[src/hw/rtl/dasd_pkg.sv]
// Shared types and constants for the dual-axis settle detector.
`timescale 1ns / 1ps
`default_nettype none
package dasd_pkg;

   // Position and limit widths
   localparam int POS_BITS      = 16;
   localparam int LIM_BITS      = POS_BITS + 1;
   localparam int DIST_BITS     = 16;
   localparam int TOL_BITS      = 16;
   localparam int RUN_BITS      = 8;
   localparam int TIME_BITS     = 16;
   localparam int CSR_DATA_BITS = (LIM_BITS > TOL_BITS) ? LIM_BITS : TOL_BITS;
   localparam int CSR_IDX_BITS  = 3;

   localparam logic [DIST_BITS-1:0] DIST_MAX = {DIST_BITS{1'b1}};
   localparam logic [RUN_BITS-1:0]  RUN_MAX  = {RUN_BITS{1'b1}};

   // Reset values of the control registers
   localparam logic [POS_BITS-1:0]  TARGET_RESET  = '0;
   localparam logic [LIM_BITS-1:0]  WRAP_RESET    = LIM_BITS'(4096);
   localparam logic [TOL_BITS-1:0]  TOL_RESET     = TOL_BITS'(5);
   localparam logic [RUN_BITS-1:0]  SETTLE_RESET  = RUN_BITS'(10);
   localparam logic [TIME_BITS-1:0] TIMEOUT_RESET = TIME_BITS'(2000);

   typedef enum logic [CSR_IDX_BITS-1:0] {
      CSR_TARGET_Y     = 3'd0,
      CSR_TARGET_XI    = 3'd1,
      CSR_WRAP_LIMIT   = 3'd2,
      CSR_TOLERANCE    = 3'd3,
      CSR_SETTLE_COUNT = 3'd4,
      CSR_TIMEOUT_MS   = 3'd5
   } csr_index_type;

   typedef enum logic [1:0] {
      ST_WAIT    = 2'd0,
      ST_SETTLED = 2'd1,
      ST_TIMEOUT = 2'd2
   } status_type;

   typedef struct packed {
      logic [POS_BITS-1:0]  pos_y;
      logic [POS_BITS-1:0]  pos_xi;
      logic [TIME_BITS-1:0] elapsed_ms;
   } req_type;

   typedef struct packed {
      status_type           status;
      logic [RUN_BITS-1:0]  run_length;
      logic [DIST_BITS-1:0] dist_y;
      logic [DIST_BITS-1:0] dist_xi;
   } rsp_type;

endpackage
`default_nettype wire

[src/hw/rtl/dual_axis_settle_detector.sv]
// Top level of the dual-axis settle detector.
// Pipeline: a request is captured in the request register and its response in the
//    response register, which then drives the response handshake.
// Throughput: one request per cycle; the response register and the request
//    register advance together, so rsp_ready stalls ripple back to req_ready.
// Reset: synchronous, active high; clears both valid flags and the run counter
//    and loads the control registers with their defaults.
`timescale 1ns / 1ps
`default_nettype none
module dual_axis_settle_detector
   import dasd_pkg::*;
(
   input  wire logic                     clock,
   input  wire logic                     reset,
   input  wire logic                     req_valid,
   output logic                          req_ready,
   input  wire req_type                  req_data,
   output logic                          rsp_valid,
   input  wire logic                     rsp_ready,
   output rsp_type                       rsp_data,
   input  wire logic                     csr_wr_en,
   input  wire logic [CSR_IDX_BITS-1:0]  csr_index,
   input  wire logic [CSR_DATA_BITS-1:0] csr_wdata
);

   // Control registers
   logic [POS_BITS-1:0]  target_y_ff;
   logic [POS_BITS-1:0]  target_xi_ff;
   logic [LIM_BITS-1:0]  wrap_limit_ff;
   logic [TOL_BITS-1:0]  tolerance_ff;
   logic [RUN_BITS-1:0]  settle_count_ff;
   logic [TIME_BITS-1:0] timeout_ms_ff;

   // Pipeline registers
   logic                 req_valid_ff;
   req_type              req_data_ff;
   logic                 rsp_valid_ff;
   rsp_type              rsp_data_ff;
   logic [RUN_BITS-1:0]  run_ff;
   logic [RUN_BITS-1:0]  run_in;
   rsp_type              rsp_data_in;

   logic                 out_open;
   logic                 advance;
   logic [DIST_BITS-1:0] dist_y;
   logic [DIST_BITS-1:0] dist_xi;
   logic                 in_position;
   logic [RUN_BITS-1:0]  run_count;
   status_type           status;

   // Write control registers
   always_ff @(posedge clock) begin
      if (reset) begin
         target_y_ff     <= TARGET_RESET;
         target_xi_ff    <= TARGET_RESET;
         wrap_limit_ff   <= WRAP_RESET;
         tolerance_ff    <= TOL_RESET;
         settle_count_ff <= SETTLE_RESET;
         timeout_ms_ff   <= TIMEOUT_RESET;
      end else if (csr_wr_en) begin
         case (csr_index)
            CSR_TARGET_Y:     target_y_ff     <= csr_wdata[POS_BITS-1:0];
            CSR_TARGET_XI:    target_xi_ff    <= csr_wdata[POS_BITS-1:0];
            CSR_WRAP_LIMIT:   wrap_limit_ff   <= csr_wdata[LIM_BITS-1:0];
            CSR_TOLERANCE:    tolerance_ff    <= csr_wdata[TOL_BITS-1:0];
            CSR_SETTLE_COUNT: settle_count_ff <= csr_wdata[RUN_BITS-1:0];
            CSR_TIMEOUT_MS:   timeout_ms_ff   <= csr_wdata[TIME_BITS-1:0];
            default: ;
         endcase
      end
   end

   // Handshake: move the request stage whenever the response register frees up
   assign out_open  = !rsp_valid_ff || rsp_ready;
   assign advance   = req_valid_ff && out_open;
   assign req_ready = !req_valid_ff || out_open;

   // Distances of both axes
   dasd_wrap_dist u_dist_y (
      .pos        (req_data_ff.pos_y),
      .target     (target_y_ff),
      .wrap_limit (wrap_limit_ff),
      .distance   (dist_y)
   );

   dasd_wrap_dist u_dist_xi (
      .pos        (req_data_ff.pos_xi),
      .target     (target_xi_ff),
      .wrap_limit (wrap_limit_ff),
      .distance   (dist_xi)
   );

   // Count the in-position run and decide the status
   always_comb begin
      in_position = (TOL_BITS'(dist_y) < tolerance_ff) &&
                    (TOL_BITS'(dist_xi) < tolerance_ff);
      if (!in_position) begin
         run_count = '0;
      end else if (run_ff == RUN_MAX) begin
         run_count = RUN_MAX;
      end else begin
         run_count = run_ff + RUN_BITS'(1);
      end

      if (req_data_ff.elapsed_ms >= timeout_ms_ff) begin
         status = ST_TIMEOUT;
      end else if (run_count >= settle_count_ff) begin
         status = ST_SETTLED;
      end else begin
         status = ST_WAIT;
      end

      // Clear the run after a final status
      run_in = (status == ST_WAIT) ? run_count : '0;

      rsp_data_in.status     = status;
      rsp_data_in.run_length = run_count;
      rsp_data_in.dist_y     = dist_y;
      rsp_data_in.dist_xi    = dist_xi;
   end

   // Control state
   always_ff @(posedge clock) begin
      if (reset) begin
         req_valid_ff <= 1'b0;
         rsp_valid_ff <= 1'b0;
         run_ff       <= '0;
      end else begin
         if (req_ready) begin
            req_valid_ff <= req_valid;
         end
         if (out_open) begin
            rsp_valid_ff <= req_valid_ff;
         end
         if (advance) begin
            run_ff <= run_in;
         end
      end
   end

   // Payload registers
   always_ff @(posedge clock) begin
      if (req_valid && req_ready) begin
         req_data_ff <= req_data;
      end
      if (advance) begin
         rsp_data_ff <= rsp_data_in;
      end
   end

   assign rsp_valid = rsp_valid_ff;
   assign rsp_data  = rsp_data_ff;

endmodule
`default_nettype wire

[src/hw/rtl/dasd_wrap_dist.sv]
// Cyclic distance of one axis position from its target within one turn.
`timescale 1ns / 1ps
`default_nettype none
module dasd_wrap_dist
   import dasd_pkg::*;
(
   input  wire logic [POS_BITS-1:0]  pos,
   input  wire logic [POS_BITS-1:0]  target,
   input  wire logic [LIM_BITS-1:0]  wrap_limit,
   output logic      [DIST_BITS-1:0] distance
);

   localparam int WIDE_BITS = LIM_BITS + DIST_BITS;

   logic [POS_BITS-1:0]  gap;
   logic [LIM_BITS-1:0]  gap_ext;
   logic [LIM_BITS-1:0]  half_limit;
   logic [LIM_BITS-1:0]  raw_dist;
   logic [WIDE_BITS-1:0] raw_wide;

   // Direct gap between position and target
   assign gap        = (pos < target) ? (target - pos) : (pos - target);
   assign gap_ext    = LIM_BITS'(gap);
   assign half_limit = wrap_limit >> 1;

   // Pick the direct gap, the way around the wrap, or all ones past the wrap limit
   always_comb begin
      if (gap_ext < half_limit) begin
         raw_dist = gap_ext;
      end else if (gap_ext > wrap_limit) begin
         raw_dist = LIM_BITS'({WIDE_BITS{1'b1}});
      end else begin
         raw_dist = wrap_limit - gap_ext;
      end
   end

   // Saturate to the distance width
   always_comb begin
      raw_wide = WIDE_BITS'(raw_dist);
      if (gap_ext >= half_limit && gap_ext > wrap_limit) begin
         distance = DIST_MAX;
      end else if (raw_wide > WIDE_BITS'(DIST_MAX)) begin
         distance = DIST_MAX;
      end else begin
         distance = raw_wide[DIST_BITS-1:0];
      end
   end

endmodule
`default_nettype wire

[config.mk]
export PLATFORM = sky130hd
export DESIGN_NAME = dual_axis_settle_detector
export DESIGN_NICKNAME = d
export VERILOG_FILES = /design/src/hw/rtl/dasd_pkg.sv /design/src/hw/rtl/dual_axis_settle_detector.sv /design/src/hw/rtl/dasd_wrap_dist.sv
export SDC_FILE = /design/constraint.sdc
export NUM_CORES = 1
export LEC_CHECK = 0
export ABC_CLOCK_PERIOD_IN_PS = 8450
export BUFFER_PORTS_ARGS = -buffer_cell sky130_fd_sc_hd__buf_2
export CAP_MARGIN = 10
export CELL_PAD_IN_SITES_DETAIL_PLACEMENT = 1
export CELL_PAD_IN_SITES_GLOBAL_PLACEMENT = 2
export CORE_ASPECT_RATIO = 1.75
export CORE_MARGIN = 3
export CORE_UTILIZATION = 34
export DETAILED_ROUTE_END_ITERATION = 10
export HOLD_SLACK_MARGIN = 0.03
export PLACE_DENSITY_LB_ADDON = 0.1
export RECOVER_POWER = 50
export SYNTH_ARGS = -nofsm -noshare
export SYNTH_HDL_FRONTEND = slang
export SYNTH_HIERARCHICAL = 1
export SYNTH_SLANG_ARGS = --single-unit
[constraint.sdc]
create_clock -name clock -period 8.45 [get_ports clock]
set_clock_uncertainty 0.2 [all_clocks]
set_input_delay 1.2675 -clock clock [delete_from_list [all_inputs] [get_ports clock]]
set_output_delay 1.2675 -clock clock [all_outputs]
set_load 0.03 [all_outputs]
Word-level counts from Yosys, hierarchy flattened
Index checks and enable logic that the tools add are counted.
{"block": "totals", "mem_count": 0, "romBits": 0, "latch_bits": 0, "mem_bits_rw": 0, "reg_bits": 189, "wordCells": 75, "out_inout_bits": 44}
{"block": "classes", "reduce_logical": 17, "n_mux": 15, "eq_ne": 6, "bitwise": 0, "div_mod_pow": 0, "addsub": 7, "magnitude_cmp": 14, "mul": 0, "shifts": 0}
{"op": "16-bit < comparator", "n": 6}
{"op": "16-bit two-way mux", "n": 6}
{"op": "17-bit two-way mux", "n": 4}
{"op": "16-bit subtractor", "n": 4}
{"op": "16-bit >= comparator", "n": 3}
{"op": "16-bit by 17-bit greater-than comparator with 1-bit output", "n": 2}
{"op": "17-bit by 16-bit greater-than comparator with 1-bit output (second input constant)", "n": 2}
{"op": "17-bit by 16-bit subtractor with 17-bit output", "n": 2}
{"op": "8-bit two-way mux", "n": 3}
{"op": "2-bit AND reduction", "n": 6}
{"op": "8-bit by 1-bit adder with 8-bit output (second input constant)", "n": 1}
{"op": "8-bit == test (second input constant)", "n": 1}
{"op": "8-bit >= comparator", "n": 1}
{"op": "3-bit by 2-bit == test with 1-bit output (second input constant)", "n": 2}
{"op": "3-bit == test (second input constant)", "n": 2}
{"op": "1-bit logical AND", "n": 5}
{"op": "3-bit by 1-bit == test with 1-bit output (second input constant)", "n": 1}
{"op": "3-bit logical NOT", "n": 1}
{"op": "1-bit logical NOT", "n": 2}
{"op": "2-bit logical NOT", "n": 1}
{"op": "1-bit logical OR", "n": 2}
{"op": "2-bit two-way mux", "n": 1}
{"op": "1-bit two-way mux", "n": 1}

Longest topological paths before layout
{"block": "logic_depth", "ltp_word": 16, "mapped_depth": 39, "mapped_depth_nobuf": 35}

Cells and area by module
Netlist, hierarchy kept.
{"module": "dual_axis_settle_detector", "seq_area_each_um2": 4684.5, "area_per_inst_um2": 7691.1, "cells_per_inst": 742, "instances": 1}
{"module": "dasd_wrap_dist (u_dist_y)", "seq_area_each_um2": 0.0, "area_per_inst_um2": 3179.3, "cells_per_inst": 460, "instances": 1}
{"module": "dasd_wrap_dist (u_dist_xi)", "seq_area_each_um2": 0.0, "area_per_inst_um2": 3118.0, "cells_per_inst": 453, "instances": 1}

Worst setup path after synthesis
No wires, ideal clock.
{"block": "synth_path", "path_kind": "reg-to-reg", "start": "register req_data_ff[16] in the netlist's numbering", "end": "register run_ff[1]", "path_stages_with_launch": 36, "period_less_slack_ns": 7.940, "setup_slack_ns": 0.510, "arrival_time_ns": 7.653, "setup_ns": 0.087, "path_buffers": 2, "required_time_ns": 8.163, "path_cell_list": "edfxtp_1 inv_1 ha_1 inv_1 fa_1 a21o_1 a22oi_1 a211o_1 nand2_1 a2111oi_0 nor3_1 or2_1 ha_1 and2_0 a221o_1 a221oi_1 o21ai_0 or2_0 clkbuf_1 or4b_2 o311ai_1 o21ai_1 ha_1 nand4_1 a211o_1 o32ai_1 a2111oi_2 nand2_2 buf_6 nor2_1 ha_1 a2111oi_0 o31ai_1 nor3b_2 nand2_1 o31ai_1"}
{"block": "synth_between", "elab_chain_len": 16, "elab_cells_between_ends": 22, "classes_between": "add/sub (3); order compare (7); mux (9); reduce/logical (3)"}
{"element": "start, declared", "line": "dual_axis_settle_detector.sv:36", "source": "req_type req_data_ff;"}
{"element": "start signal, assigned", "line": "dual_axis_settle_detector.sv:144", "source": "req_data_ff <= req_data;"}
{"element": "16-bit subtractor / 16-bit < comparator (equally long branches)", "line": "dasd_wrap_dist.sv:22", "source": "assign gap = (pos < target) ? (target - pos) : (pos - target);"}
{"element": "16-bit two-way mux (*)", "line": "dasd_wrap_dist.sv:22"}
{"element": "17-bit by 16-bit subtractor with 17-bit output / 16-bit by 17-bit greater-than comparator with 1-bit output (equally long branches)", "line": "dasd_wrap_dist.sv:33, dasd_wrap_dist.sv:30, dasd_wrap_dist.sv:40"}
{"element": "17-bit two-way mux", "line": "dasd_wrap_dist.sv:30", "source": "end else if (gap_ext > wrap_limit) begin"}
{"element": "17-bit two-way mux", "line": "dasd_wrap_dist.sv:28", "source": "if (gap_ext < half_limit) begin"}
{"element": "17-bit by 16-bit greater-than comparator with 1-bit output", "line": "dasd_wrap_dist.sv:42", "source": "end else if (raw_wide > WIDE_BITS'(DIST_MAX)) begin"}
{"element": "16-bit two-way mux", "line": "dasd_wrap_dist.sv:42"}
{"element": "16-bit two-way mux (*)", "line": "dasd_wrap_dist.sv:40", "source": "if (gap_ext >= half_limit && gap_ext > wrap_limit) begin"}
{"element": "via dist_xi[15]", "line": "dual_axis_settle_detector.sv:46", "source": "logic [DIST_BITS-1:0] dist_xi;"}
{"element": "(+1 left out)"}
{"element": "1-bit logical AND (*)", "line": "dual_axis_settle_detector.sv:95", "source": "in_position = (TOL_BITS'(dist_y) < tolerance_ff) &&"}
{"element": "8-bit two-way mux (*)", "line": "dual_axis_settle_detector.sv:97", "source": "if (!in_position) begin"}
{"element": "via run_count[1]", "line": "dual_axis_settle_detector.sv:48", "source": "logic [RUN_BITS-1:0] run_count;"}
{"element": "8-bit >= comparator", "line": "dual_axis_settle_detector.sv:107", "source": "end else if (run_count >= settle_count_ff) begin"}
{"element": "1-bit two-way mux", "line": "dual_axis_settle_detector.sv:107"}
{"element": "2-bit two-way mux", "line": "dual_axis_settle_detector.sv:105", "source": "if (req_data_ff.elapsed_ms >= timeout_ms_ff) begin"}
{"element": "2-bit logical NOT", "line": "dual_axis_settle_detector.sv:114", "source": "run_in = (status == ST_WAIT) ? run_count : '0;"}
{"element": "8-bit two-way mux (*)", "line": "dual_axis_settle_detector.sv:114"}
{"element": "end signal, assigned", "line": "dual_axis_settle_detector.sv:136", "source": "run_ff <= run_in;"}
{"element": "end, declared", "line": "dual_axis_settle_detector.sv:39", "source": "logic [RUN_BITS-1:0] run_ff;"}
The timed path passes the listed nets; every way through them passes the cells marked *.
A chain may end at the register's enable or synchronous reset.

Worst setup path in the final report
{"block": "layout_path", "start": "register req_data_ff[16] in the netlist's numbering", "end": "register run_ff[5]"}
{"block": "layout_between", "elab_chain_len": 16, "elab_cells_between_ends": 22, "classes_between": "add/sub (3); order compare (7); mux (9); reduce/logical (3)"}
{"element": "16-bit subtractor / 16-bit < comparator (equally long branches)", "line": "dasd_wrap_dist.sv:22"}
{"element": "16-bit two-way mux (*)", "line": "dasd_wrap_dist.sv:22"}
{"element": "17-bit by 16-bit subtractor with 17-bit output / 16-bit by 17-bit greater-than comparator with 1-bit output (equally long branches)", "line": "dasd_wrap_dist.sv:33, dasd_wrap_dist.sv:30, dasd_wrap_dist.sv:40"}
{"element": "17-bit two-way mux", "line": "dasd_wrap_dist.sv:30"}
{"element": "17-bit two-way mux", "line": "dasd_wrap_dist.sv:28"}
{"element": "17-bit by 16-bit greater-than comparator with 1-bit output", "line": "dasd_wrap_dist.sv:42"}
{"element": "16-bit two-way mux", "line": "dasd_wrap_dist.sv:42"}
{"element": "16-bit two-way mux (*)", "line": "dasd_wrap_dist.sv:40"}
{"element": "via dist_xi[15]", "line": "dual_axis_settle_detector.sv:46"}
{"element": "(+1 left out)"}
{"element": "1-bit logical AND (*)", "line": "dual_axis_settle_detector.sv:95"}
{"element": "8-bit two-way mux (*)", "line": "dual_axis_settle_detector.sv:97"}
{"element": "via run_count[4]", "line": "dual_axis_settle_detector.sv:48"}
{"element": "8-bit >= comparator (*)", "line": "dual_axis_settle_detector.sv:107"}
{"element": "1-bit two-way mux (*)", "line": "dual_axis_settle_detector.sv:107"}
{"element": "2-bit two-way mux (*)", "line": "dual_axis_settle_detector.sv:105"}
{"element": "2-bit logical NOT (*)", "line": "dual_axis_settle_detector.sv:114"}
{"element": "8-bit two-way mux (*)", "line": "dual_axis_settle_detector.sv:114"}
Marked as above.

==> summary.txt <==
Synthesis
  • Yosys warnings: 6
  • Synth top area share: 19.3%
  • Post-synth cell types: 93
  • Area leader, netlist: edfxtp_1
  • Combinational family with the most area after synthesis: compound AO/OA/AOI/OAI gates
  • Top FF cell, synth: dfxtp_1
  • Synth Area in Adders: 17.0%
  • Post-synth ARST share: 0%
  • Syn_area_per_cell: 8.45 um^2
  • Xor/xnor cell area share of the yosys netlist: 3.44%
  • Post-synth EDFFs: 90
  • Post-synthesis mux area share: 1.18%
  • Simple-Gate Fraction of Synth Area: roughly 18%
  • Cell area after synthesis: 14,000 um^2
  • Yosys reg bits: between 150 and 200
  • Post-synthesis sequential area ratio: 33.5%
  • Syn nets: 1,915
  • Synth Area in Compound Gates: 20.3%
  • Gate Count Post-Synth: 1,655
  • Ranking of synthesized cells by area: edfxtp_1, ha_1, dfxtp_1

Drt
  • Pre-antenna DRT Iters: 5
  • Initial DRC Count: slightly above 500
  • WL met3: 868 um
  • Top layer reached by signal wires: met4
  • Wire length per cell: between 20 and 25 um
  • Routed Antenna Nets: 0
  • DR DRC count: 0
  • Routed WL: approximately 56 mm
  • M1 WL: 19.0 mm
  • Met2 routed WL: 31.5 mm
  • Vias: 13,300
  • Vias per cell: roughly 5.4

Timing
  • Max Clock Freq: roughly 120 MHz
  • Final hold viol count: 0
  • Final min period: 8.18 ns
  • Slew headroom: -108%
  • Slack of the critical path: 0.272 ns
  • Hold slack: ~0.26 ns
  • Slew at the pin closest to its max-slew limit: 3.12 ns
  • # setup viols final: 0
  • Slew Viols, Final: 94
  • Period Utilization, post-route: 96.8%

Layout
  • Most frequent cells in the layout: nand2_1, inv_1, buf_4
  • Post-route cell area: 17,600 um^2
  • Fin cells: 2,479
  • Final #Nets: about 2,200
  • Commonest non-fill, non-tap cell in the layout: nand2_1
  • N_diodes: 0
  • Filler instances: between 4,000 and 5,000
  • Layout cell share with drive strength beyond 1: 22.6%
  • P&R area growth vs syn: 26.1%

CTS
  • CTS buffer count: 17
  • CTS Sinks: 189
  • Clock latency on the worst-skew pair: between 0.4 and 0.5 ns
  • Clk slew on worst S/H paths: 0.09 ns
  • Htree depth: 4
  • CTS max path bufs: 2
  • CTS tree: done
  • # hold bufs at CTS: 0
  • CTS root buf: clkbuf_16

Critical path
  • CP arrival: 8.34 ns
  • CP max FO: 7
  • Worst r2r path cells: 40
  • R2R Path Start: req_data_ff[16]$_DFFE_PP_
  • CP startpoint kind: flip-flop
  • CP Class: reg -> reg
  • CP Data Required Time: roughly 8.6 ns
  • R2R Setup Slk: 0.27 ns
  • Delay-heaviest family, CP: compound AO/OA/AOI/OAI gates
  • CP max stage delay: 0.63 ns
  • Slowest CP cell: or4b_2
  • CP most frequent cell: buf_4
  • CP bufs+invs: 9
  • R2r endpoint: run_ff[5]$_SDFFE_PP0P_
  • Crit end category: flip-flop
  • CP startpoint: req_data_ff[16]$_DFFE_PP_

Place
  • Pre-CTS WS: -0.305 ns
  • HPWL Detailed: 44.4 mm
  • Placed insts: 2,418
  • Post-place instance area: 16,200 um^2
  • Routability cong.: around 0.89
  • Port bufs: between 100 and 150

Power and ir drop
  • Clk pwr share: 29.3%
  • Combinational Power Share: 36.2%
  • Switching power as a share of total power: 36.8%
  • Psw: 1090 uW
  • Int Pwr: 1870 uW
  • Leak Pwr: 0.00722 uW
  • Reg power frac: 34.4%
  • P per Cell Area: 168 nW/um^2
  • Worst vdd ir: ~0.12 mV

Worst hold path
  • Hold path depth: 2
  • Hold path startpoint: tolerance_ff[13]$_SDFFE_PP0P_
  • Min-Delay Endpoint: tolerance_ff[13]$_SDFFE_PP0P_
  • Worst Hold Class: reg -> reg

Floorplan
  • Die Y: 274 um
  • Die width: 159 um
  • Core area: around 40,000 um^2
  • # IOs: 117
  • Initial Utilization: 34.7%
  • Area of the die: 43,700 um^2
  • Std cell rows: 97

Global routing
  • Antenna violations before repair: 0
  • First-pass GRT wire length: 81.4 mm
  • Vias in the first global route: around 14,000
  • Pin count of the biggest net entering global routing: 94
  • Total gr overflow: 0
  • Total global-route track usage: 24.8%

Flow run
  • Total of max-cap violations: 2

Run status
  • Status: complete, but fails checks
  • Failing checks: max-capacitance violations, max-slew violations
==> state kept, by name, summed over array words and instances, names as in the netlist, 8 cells and up <==
register and cells:
req_data_ff 48, rsp_data 42, wrap_limit_ff 17, target_xi_ff 16
target_y_ff 16, timeout_ms_ff 16, tolerance_ff 16, run_ff 8
settle_count_ff 8
==> worst min-delay path, delay by kind of cell, from the launching register on <==
family           cells  cell delay (ns)
flip-flops           1             0.31
AND/OR/NAND/NOR      1             0.05
AO/OA/AOI/OAI        1             0.05
==> cell type report <==
class | instances | area [um^2] | area share (%)
repair buffers | 302 | 1980 | 11.2
clock inverters | 13 | 160 | 0.908
multi-input cells | 1223 | 8950 | 50.8
flip-flops and latches | 189 | 4680 | 26.6
well taps | 544 | 681 | 3.86
inverters | 189 | 709 | 4.02
clock buffers | 19 | 464 | 2.63
==> per-layer routing <==
| metal | vias up | global-route usage, % |
|---|---|---|
| met1 | 6563 | 22.5 |
| met4 | 0 | 16.5 |
| li1 | 6334 | - |
| met2 | 242 | 50.9 |
| met3 | 144 | 2.43 |
| met5 | - | 0 |
==> worst max path at each step <==
| stage | cells after the start | endpoint | slack [ns] |
|---|---|---|---|
| 2_1_floorplan | 35 | run_ff[1]$_SDFFE_PP0P_ | 0.51 |
| 3_3_place_gp | 39 | run_ff[1]$_SDFFE_PP0P_ | -0.07 |
| 3_5_place_dp | 38 | run_ff[1]$_SDFFE_PP0P_ | -0.31 |
| 4_1_cts | 39 | run_ff[1]$_SDFFE_PP0P_ | 0.0008 |
| 5_1_grt | 40 | run_ff[5]$_SDFFE_PP0P_ | -0.11 |
| 6_report | 40 | run_ff[5]$_SDFFE_PP0P_ | 0.27 |
==> synth_stat cells (6+ instances only) <==
library cell / n
a2111oi_0: 9
a211oi_1: 12
a21o_1: 31
a21oi_1: 162
a221oi_1: 6
a31oi_1: 9
and2_1: 10
and3_1: 10
buf_2: 8
clkbuf_1: 38
dfxtp_1: 99
edfxtp_1: 90
fa_1: 6
ha_1: 181
inv_1: 188
mux2i_1: 9
nand2_1: 274
nand2b_1: 15
nand3_1: 26
nand3b_1: 14
nand4_1: 17
nor2_1: 82
nor2b_1: 14
nor3_1: 21
o211ai_1: 10
o21a_1: 23
o21ai_0: 68
o21bai_1: 9
o22ai_1: 17
o32ai_1: 6
or2_2: 7
or3_1: 9
xnor2_1: 36
xor2_1: 19
==> power by group through the flow <==
stage / clock network [uW] / registers [uW] / logic (uW)
after global routing: 922 / 1030 / 1170
after CTS: 893 / 1020 / 1000
after detailed placement: 0 / 1040 / 985
final: 870 / 1020 / 1080
after floorplan: 0 / 1050 / 549
after global placement: 0 / 1040 / 964
==> through the flow <==
step | setup TNS (ns) | power (uW) | utilization [%]
finish | 0 | 2970 | 43.8
global route | -0.515 | 3120 | 43.8
CTS | 0 | 2920 | 42.0
detailed placement | -1.74 | 2030 | 40.2
global placement | -0.234 | 2000 | 40.2
floorplan | 0 | 1600 | -
==> repair_timing <==
item	in CTS	in global routing
setup endpoints to repair	9	9
pin swaps	1	45
setup buffers	1	27
resized for setup	20	110
cloned	0	1
==> cell families after synthesis <==
logic type,Yosys count
AO/OA/AOI/OAI,436
XOR/XNOR,55
adder cells (fa/ha/maj),187
buffers and inverters,243
flip-flops,189
multiplexers,15
AND/OR/NAND/NOR,530
Power figures use the tool's default switching activity.
